==> src/sv/dls_pkg.sv <==
// Package: shared types and constants for the dense layer sigmoid unit.
`default_nettype none
package dls_pkg;
  localparam int unsigned KindW  = 2;
  localparam int unsigned IdxW   = 4;
  localparam int unsigned ValW   = 16;
  localparam int unsigned ActW   = 13;
  localparam int unsigned CntW   = 5;
  localparam int unsigned AccW   = 40;
  localparam int unsigned ResultLimit = 16;

  typedef enum logic [KindW-1:0] {
    KIND_WEIGHT = 2'd0,
    KIND_BIAS   = 2'd1,
    KIND_ACT    = 2'd2,
    KIND_NONE   = 2'd3
  } kind_e;

  localparam logic CFG_IN_COUNT  = 1'b0;
  localparam logic CFG_OUT_COUNT = 1'b1;

  typedef struct packed {
    logic [KindW-1:0] kind;
    logic [IdxW-1:0]  src_index;
    logic [IdxW-1:0]  dst_index;
    logic [ValW-1:0]  value;
    logic             final_element;
  } in_item_t;

  typedef struct packed {
    logic [IdxW-1:0] out_index;
    logic [ActW-1:0] activation;
    logic            run_end;
  } out_item_t;

  typedef struct packed {
    logic           wr;
    logic           cfg_in;
    logic [CntW-1:0] data;
  } cfg_wr_t;

  typedef logic [255:0][ActW-1:0] sig_table_t;

  // Restoring long division, only used while building constant tables.
  function automatic logic [63:0] const_div(input logic [63:0] n, input logic [63:0] d);
    logic [63:0] q;
    logic [64:0] r;
    q = '0;
    r = '0;
    for (int b = 63; b >= 0; b--) begin
      r = {r[63:0], n[b]};
      if (r >= {1'b0, d}) begin
        r = r - {1'b0, d};
        q[b] = 1'b1;
      end
    end
    return q;
  endfunction

  // Sigmoid table, entry j samples sigmoid at (j - 128) / 16, Q1.12.
  function automatic sig_table_t build_sig_table();
    sig_table_t tbl;
    logic [63:0] p;
    logic [63:0] den;
    tbl = '0;
    p = 64'd1073741824;
    for (int k = 0; k <= 128; k++) begin
      den = 64'd1073741824 + p;
      if (k < 128)
        tbl[128 + k] = ActW'(const_div((64'd4096 << 30) + (den >> 1), den));
      if (k >= 1)
        tbl[128 - k] = ActW'(const_div(64'd4096 * p + (den >> 1), den));
      p = (p * 64'd1008687091 + (64'd1 << 29)) >> 30;
    end
    return tbl;
  endfunction

  localparam sig_table_t SigTable = build_sig_table();
endpackage
`default_nettype wire

==> src/sv/dls_front.sv <==
// Front end: accepts items, filters unusable ones, pushes into a short queue.
`default_nettype none
module dls_front #(
  parameter int unsigned Depth = 4
) (
  input  wire                  clk_i,
  input  wire                  rst_ni,
  input  wire                  in_valid_i,
  output logic                 in_ready_o,
  input  dls_pkg::in_item_t    in_data_i,
  output logic                 q_valid_o,
  input  wire                  q_pop_i,
  output dls_pkg::in_item_t    q_data_o
);
  import dls_pkg::*;
  localparam int unsigned PtrW = $clog2(Depth);

  in_item_t       mem_q [Depth];
  logic [PtrW-1:0] wp_q, rp_q;
  logic [PtrW:0]   cnt_q;
  logic            push, keep;

  // Items of unknown kind give nothing and are dropped here.
  assign keep       = (kind_e'(in_data_i.kind) != KIND_NONE);
  assign in_ready_o = (cnt_q != (PtrW+1)'(Depth));
  assign push       = in_valid_i && in_ready_o && keep;
  assign q_valid_o  = (cnt_q != '0);
  assign q_data_o   = mem_q[rp_q];

  always_ff @(posedge clk_i) begin
    if (push) mem_q[wp_q] <= in_data_i;
  end

  always_ff @(posedge clk_i or negedge rst_ni) begin
    if (!rst_ni) begin
      wp_q  <= '0;
      rp_q  <= '0;
      cnt_q <= '0;
    end else begin
      if (push) wp_q <= (wp_q == PtrW'(Depth-1)) ? '0 : wp_q + 1'b1;
      if (q_pop_i && q_valid_o) rp_q <= (rp_q == PtrW'(Depth-1)) ? '0 : rp_q + 1'b1;
      cnt_q <= cnt_q + (PtrW+1)'(push) - (PtrW+1)'(q_pop_i && q_valid_o);
    end
  end
endmodule
`default_nettype wire

==> config.mk <==
export PLATFORM = sky130hd
export DESIGN_NAME = dls_front
export DESIGN_NICKNAME = d
export VERILOG_FILES = /design/src/sv/dls_pkg.sv /design/src/sv/dls_front.sv
export SDC_FILE = /design/constraint.sdc
export NUM_CORES = 1
export LEC_CHECK = 0
export CAP_MARGIN = 20
export CORE_MARGIN = 8
export CORE_UTILIZATION = 40
export DETAILED_ROUTE_END_ITERATION = 12
export DONT_BUFFER_PORTS = 1
export PLACE_DENSITY_LB_ADDON = 0.1
export SYNTH_ARGS = -nofsm -noshare
export SYNTH_HDL_FRONTEND = slang
export SYNTH_SLANG_ARGS = --single-unit
export TNS_END_PERCENT = 1
==> constraint.sdc <==
create_clock -name clk_i -period 3.16 [get_ports clk_i]
set_input_delay 0.474 -clock clk_i [delete_from_list [all_inputs] [get_ports clk_i]]
set_output_delay 0.474 -clock clk_i [all_outputs]
set_load 0.01 [all_outputs]
# Word level (Yosys, flattened, before mapping)
# Memory sizes are Yosys's and may differ from the RTL's.
# Index checks and enable logic that the tools add are counted.
[word_totals]
mem_bits_rw = 108
out_inout_bits = 29
elab_cells = 20
mem_count = 1
register_bits = 7
[memory_table]
columns = ["name", "depth", "width", "rd", "rd_clocked_by_memory_dff", "write_ports", "line", "text"]
rows = [
  ["mem_q", 4, 27, 1, 0, 1, "dls_front.sv:18", "in_item_t mem_q [Depth];"],
]
[op_classes]
reduce_logical = 4
n_addsub = 4
mux = 4
n_eq_ne = 4
[op_table]
columns = ["op", "count"]
rows = [
  ["$add 2x1->2 const B", 2],
  ["$eq 2x2->1 const B", 2],
  ["$mux 2", 2],
  ["$add 3x1->3", 1],
  ["$logic_and 1x1->1", 3],
  ["$ne 3x3->1 const B", 1],
  ["$reduce_bool 3->1", 1],
  ["$sub 3x1->3", 1],
  ["$mux 1", 2],
  ["$ne 2x2->1 const B", 1],
]

# Logic depth before layout (Yosys ltp)
# Gate-level depths: netlist of run 1.
[depth]
ltp_word = 5
depth_mapped = 11
ltp_nobuf = 10

# Least setup slack after synthesis of run 1
# No wires, ideal clock.
[synth_timing]
path_kind = "register to register"
start = "register cnt_q[1]"
end = "register cnt_q[2]"
stages_incl_launch_ff = 12
path_buffers = 1
setup_time_ns = 0.123
synth_period_minus_slack_ns = 2.376
setup_slack_ns = 0.784
arrival_ns = 2.253
required_ns = 3.037
cell_sequence = "dfrtp_1 or3b_1 and3_1 buf_6 inv_1 ha_1 inv_1 ha_1 inv_1 fa_1 xnor2_1 xnor2_1"
[synth_between]
elab_chain_len = 5
elab_cells_between_ends = 7
[synth_rtl]
columns = ["item", "line", "text"]
rows = [
  ["from (decl)", "dls_front.sv:20", "logic [PtrW:0] cnt_q;"],
  ["from (signal assigned)", "dls_front.sv:42", "cnt_q <= cnt_q + (PtrW+1)'(push) - (PtrW+1)'(q_pop_i && q_valid_o);"],
  ["$ne 3x3->1", "dls_front.sv:25", "assign in_ready_o = (cnt_q != (PtrW+1)'(Depth));"],
  ["via in_ready_o", "dls_front.sv:9", "output logic in_ready_o,"],
  ["$logic_and 1x1->1 (2 in a row)", "dls_front.sv:26", "assign push = in_valid_i && in_ready_o && keep;"],
  ["$add 3x1->3", "dls_front.sv:42", ""],
  ["$sub 3x1->3", "dls_front.sv:42", ""],
]
# The timed path passes the listed nets, and every way through them passes these cells.
# A chain may end at the register's enable or synchronous reset.

==> results of run 1 <==
==> worst paths after layout <==
kind / start / endpoint / slack, ns / cells past startpoint
hold reg to reg: cnt_q[2] / cnt_q[2] / 0.51 / 1
setup reg to reg: cnt_q[1] / cnt_q[2] / 0.64 / 10
min in group asynchronous: rst_ni / cnt_q[1] / 0.31 / 1
setup / recovery: rp_q[0] / q_data_o[11] / 0.52 / 2
max in group asynchronous: rst_ni / rp_q[0] / 2.61 / 1
hold / removal: in_data_i[21] / mem_q[1][21] / 0.08 / 0
==> registers in the layout, summed over array words and instances (netlist names) <==
register	count
cnt_q	3
rp_q	2
wp_q	2
mem_q	108
==> where the power goes <==
group | leakage [uW] | internal (uW) | switching (uW) | total [uW]
Sequential | 0.00107 | 1960 | 140 | 2100
Clock | 0.000288 | 1280 | 625 | 1900
Combinational | 0.000368 | 504 | 600 | 1100
==> layout make-up <==
class	count	share of cell area (%)
Clock buffer	19	8.20
Clock inverter	13	3.57
Inverter	7	0.511
Sequential cell	115	66.5
Tap cell	140	3.40
Timing Repair Buffer	9	1.36
Multi-Input combinational cell	52	16.5
==> placed cells by master (no fill, tap or decap), types with 2 or more instances in the layout <==
| cell type | netlist | layout |
|---|---|---|
| xnor2_1 | 2 | 2 |
| mux4_2 | 27 | 27 |
| clkinvlp_4 | 0 | 3 |
| clkbuf_16 | 0 | 16 |
| buf_4 | 1 | 8 |
| inv_1 | 7 | 7 |
| bufinv_16 | 0 | 4 |
| nor2_1 | 2 | 2 |
| and2_1 | 4 | 3 |
| nand2_1 | 2 | 2 |
| clkinv_2 | 0 | 3 |
| clkbuf_1 | 0 | 2 |
| ha_1 | 7 | 7 |
| mux2_2 | 2 | 2 |
| mux2_4 | 2 | 2 |
| dfrtp_1 | 7 | 6 |
| clkinv_4 | 0 | 2 |
| edfxtp_1 | 108 | 108 |
==> cell families after synthesis <==
kind of cell             after synthesis  synth area share (%)
XOR/XNOR                               2                 0.404
flip-flops                           115                  78.9
multiplexers                          31                  15.2
buffers and inverters                 14                  1.59
adder cells (fa/ha/maj)                8                  2.48
AND/OR/NAND/NOR                       11                  1.41
==> routing by layer <==
metal  global-route usage [%]  vias up  wire (um)
met2                     19.9       34       4150
met3                     4.79        6        435
li1                         -      788          -
met5                        0        -          0
met4                     4.45        0         68
met1                     11.5      943       2830
==> metrics by stage <==
stage | power [uW] | utilization (%) | hold slack, ns | setup slack [ns]
after floorplan | 2980 | - | 0.178 | 0.784
after global placement | 3210 | 42.3 | 0.179 | 0.752
after detailed placement | 3280 | 42.3 | 0.179 | 0.608
after CTS | 5200 | 48.1 | 0.0492 | 0.441
after global routing | 5350 | 48.1 | 0.0421 | 0.366
final | 5110 | 48.1 | 0.0781 | 0.518
==> worst max-delay path: stages (launching register included) <==
cell and delay [ns]:
dfrtp_2 0.59, buf_4 0.46, mux4_2 0.62
==> impl_results.md, run 1 <==
- Status: complete, no violations
- # fillers: 892
- Clock-pin slew on the worst setup and hold paths: 0.06 ns
- Yosys reg bits: 115
- Hold violation count in the final report: 0
- Share of cells above drive strength 1: 33.0%
- Mapped Nets: 220
- Final setup vio count: 0
- Die width: 120 um
- Register area share after synthesis: 78.9%
- Largest net degree at the start of global routing: 28
- Max Fclk: 379 MHz
- Worst slew pin tran: 0.752 ns
- DIE AREA: 0.0144 sq mm
- Slew margin rel.: 49.9%
- GRT Overall Usage: 11.2%
- Count leader, synth: edfxtp_1
- Synthesized cell area: 0.00433 sq mm
- Initial Util: 40.5%
- RSZ-0062 raised after global routing: false
- Routed len/inst: 21.1 um
- HP Class: in2reg
- Clock Skew: 0.00546 ns
- CTS sink cnt: 115
- Final Max Tran Viols: 0
- FP Rows: 38
- CP Data Arrival Time: 2.17 ns
- Area contributors post-synth: edfxtp_1, mux4_2, dfrtp_1
- Asr flop ratio synth: 6.09%
- Vias per cell: 4.99
- Routed WL: 7480 um
- Setup TNS Final: 0 ns
- Global-route wire length before repair: 11,800 um
- Number of diodes: 0
- MaxCap Viol Count: 0
- Final Non-Filler Cells: 355
- # DRC: 0
- Synth-to-Final Area Change: 18.7%
- Vias in the first global route: 2,062
- Worst-path fanout max: 21
- Static Leak: 0.00172 uW
- Overflow after GRT: 0
- Sequential cell area: 0.00342 sq mm
- Final GP Congestion: 0.648
- Initial antenna violation count: 0
- Kind of critical path: reg2out
- Number of synthesis warnings: 0
- Routed vias: 1,771
- Hpwl dp: 5050 um
- Placed cell area: 0.00453 sq mm
- Number of synthesized flops with an enable pin: 108
- Post-route cell area: 0.00514 sq mm
- TritonCTS clock tree: yes
- Die Y: 120 um
- Drt initial violations: 69
- Yosys top cell area share: 74.8%
- Area occupied by multi-input gates: 848 sq um
- Worst setup EP type: output port
- Post-cts sizing count: 0
- Avg Cell Area, Syn: 23.9 sq um
- Min cycle time layout: 2.64 ns
- TritonCTS Buffers: 17
- Gate Count Post-Synth: 181
- CTS Root Cell: clkbuf_8
- # IOs: 60
- PD cells: 992 mW/mm^2
- Placed cells: 322
- CP Launch Type: flop
- Post-cts hold buffer count: 1
- Fin nets: 241
- Port Buffers: 0
- Longest Clk Path Bufs: 2
- Clk_lat worst skew: 0.49 ns
- Yosys cell types: 19
- DRT Pass-1 Iters: 4
- Core area: 0.0107 sq mm
- Synth cell count leaders: edfxtp_1, mux4_2, dfrtp_1, ha_1, inv_1
- Antenna-violating nets left: 0
- Period utilization: 83.6%
- WP data required: 2.69 ns
- H-tree Lvls: 4
- Area leader, netlist: edfxtp_1
- Most used DFF post-synth: edfxtp_1
- Worst vdd ir: 0.477 mV
- # Post-CTS Setup Buffers: 0
No activity file was read; power rests on OpenSTA's default activity.
==> run 2, diff against run 1 <==
clock period = 2.7 ns   (was 3.16 ns; I/O delays follow)
==> run 2 against run 1 <==
Compared with the run above: clock power grew 7%; worst setup slack worse by 0.33 ns; largest cell class unchanged; total power increased by 16%; critical path depth is 8 higher; cell area up 5.5%; sequential share of layout area down 3.5 points; flip-flop and latch count stayed put; combinational power is 30% higher; critical endpoint is now cnt_q[2]; routed wire length is 5.0% higher; non-clock buffer count increased by 28.
==> impl_results.md, run 2 (synthesized netlist as in run 1, its figures left out) <==
- Status: complete, no violations
- Placed cells: 323
- FF-to-FF Start: cnt_q[1]
- RSZ-0062 raised after global routing: false
- Vias in the first global route: 2,177
- Worst slew pin tran: 0.614 ns
- # DRC: 0
- Fin nets: 269
- CP Data Arrival Time: 2.94 ns
- Post-cts sizing count: 0
- CTS sink cnt: 115
- Routed WL: 7860 um
- TritonCTS Buffers: 17
- Max reg flops: 108
- Setup TNS Final: 0 ns
- Final Max Tran Viols: 0
- CP Launch Type: flop
- CTS Root Cell: clkbuf_8
- Hold violation count in the final report: 0
- Global-route wire length before repair: 12,300 um
- Kind of critical path: reg2reg
- Overflow after GRT: 0
- Worst-path fanout max: 7
- Share of cells above drive strength 1: 27.2%
- Vias per cell: 4.94
- Biggest regs: mem_q: 108 flops, cnt_q: 3 flops
- Synth-to-Final Area Change: 25.3%
- Max Fclk: 398 MHz
- DRT Pass-1 Iters: 4
- # fillers: 863
- HP Class: in2reg
- DP Worst Slack: 0.164 ns
- Number of diodes: 0
- R2R Setup Slk: 0.19 ns
- FP Rows: 38
- Die width: 120 um
- Sequential cell area: 0.00342 sq mm
- TritonCTS clock tree: yes
- Initial Util: 40.5%
- GRT Overall Usage: 11.8%
- Hpwl dp: 5100 um
- DIE AREA: 0.0144 sq mm
- Routed vias: 1,874
- Largest net degree at the start of global routing: 22
- PD cells: 1090 mW/mm^2
- Final GP Congestion: 0.652
- Clk_lat worst skew: 0.50 ns
- MaxCap Viol Count: 0
- Port Buffers: 0
- Fin Hold WS: 0.213 ns
- DR WL met2: 4190 um
- H-tree Lvls: 4
- Most frequent cells in the layout: edfxtp_1, dlygate4sd3_1, mux4_2
- Reg with most FFs: mem_q
- PnR worst setup slack: 0.187 ns
- Worst vdd ir: 0.493 mV
- Area occupied by multi-input gates: 848 sq um
- Die Y: 120 um
- Period utilization: 93.1%
- Slew margin rel.: 59.1%
- Launch point of the worst path: cnt_q[1]
- Clock Skew: 0.00835 ns
- # IOs: 60
- Core area: 0.0107 sq mm
- Met1 WL: 3120 um
- Worst setup EP type: flop
- Longest Clk Path Bufs: 2
- Final setup vio count: 0
- Placed cell area: 0.00461 sq mm
- Antenna-violating nets left: 0
- Drt initial violations: 82
- Max Used Layer: met4
- Initial antenna violation count: 0
- Min cycle time layout: 2.51 ns
- Static Leak: 0.00184 uW
- Routed len/inst: 20.7 um
- Most common cell after layout, fill and taps aside: edfxtp_1
- Hold path start: q_pop_i
- Met3 WL: 428 um
- Clock-pin slew on the worst setup and hold paths: 0.05 ns
- WP data required: 3.12 ns
- Final Non-Filler Cells: 379
- Post-route cell area: 0.00543 sq mm
==> run 2: cell count changes in the layout (fill, tap and decap cells not counted), sizes merged <==
cell / change
dlygate4sd3: +27
clkinvlp: -3
buf: +1
bufinv: -1
clkinv: +1
inv: -1
==> run 2: power breakdown <==
group	internal [uW]	switching, uW	leakage [uW]
registers	2290	175	0.00107
clock network	1360	664	0.000266
logic	691	741	0.000507
total	4340	1580	0.00184
==> run 2: critical path, cell delays in order (launching register included) <==
cell     delay, ns
dfrtp_1       0.43
or3b_1        0.47
and3_1        0.29
inv_1         0.08
ha_1          0.23
inv_1         0.05
ha_1          0.13
inv_1         0.05
fa_1          0.37
xnor2_1       0.20
xnor2_1       0.14
==> run 2: final cells by class <==
cell class	count	area share, %
Multi-Input combinational cell	52	15.6
Inverter	7	0.484
Tap cell	140	3.23
Sequential cell	115	63.0
Clock inverter	9	2.14
Timing Repair Buffer	37	7.79
Clock buffer	19	7.76
==> run 2: per-layer routing <==
layer  vias to the layer above  GRT usage, %
li1                        841             -
met4                         0          6.25
met5                         -             0
met1                       976          12.9
met3                        16          4.70
met2                        41          19.5
==> run 2: per-stage QoR <==
stage                     power, uW  utilization (%)
after floorplan                3490                -
after global placement         3850             43.1
after detailed placement       3940             43.1
after CTS                      6020             50.8
after global routing           6200             50.8
final                          5920             50.8
==> run 2: final timing paths <==
| kind | end | depth (start not counted) |
|---|---|---|
| hold reg to reg | cnt_q[2] | 1 |
| max in group asynchronous | rp_q[0] | 1 |
| setup / recovery | cnt_q[2] | 10 |
| min in group asynchronous | cnt_q[0] | 1 |
| hold / removal | rp_q[0] | 2 |
| setup reg to reg | cnt_q[2] | 10 |
==> run 2: repair_timing <==
| item | 4_1_cts | 5_1_grt |
|---|---|---|
| hold buffers | 28 | 0 |
| setup buffers | 0 | 0 |
| endpoints found under the hold margin | 115 | 0 |
| setup endpoints to repair | 0 | 0 |
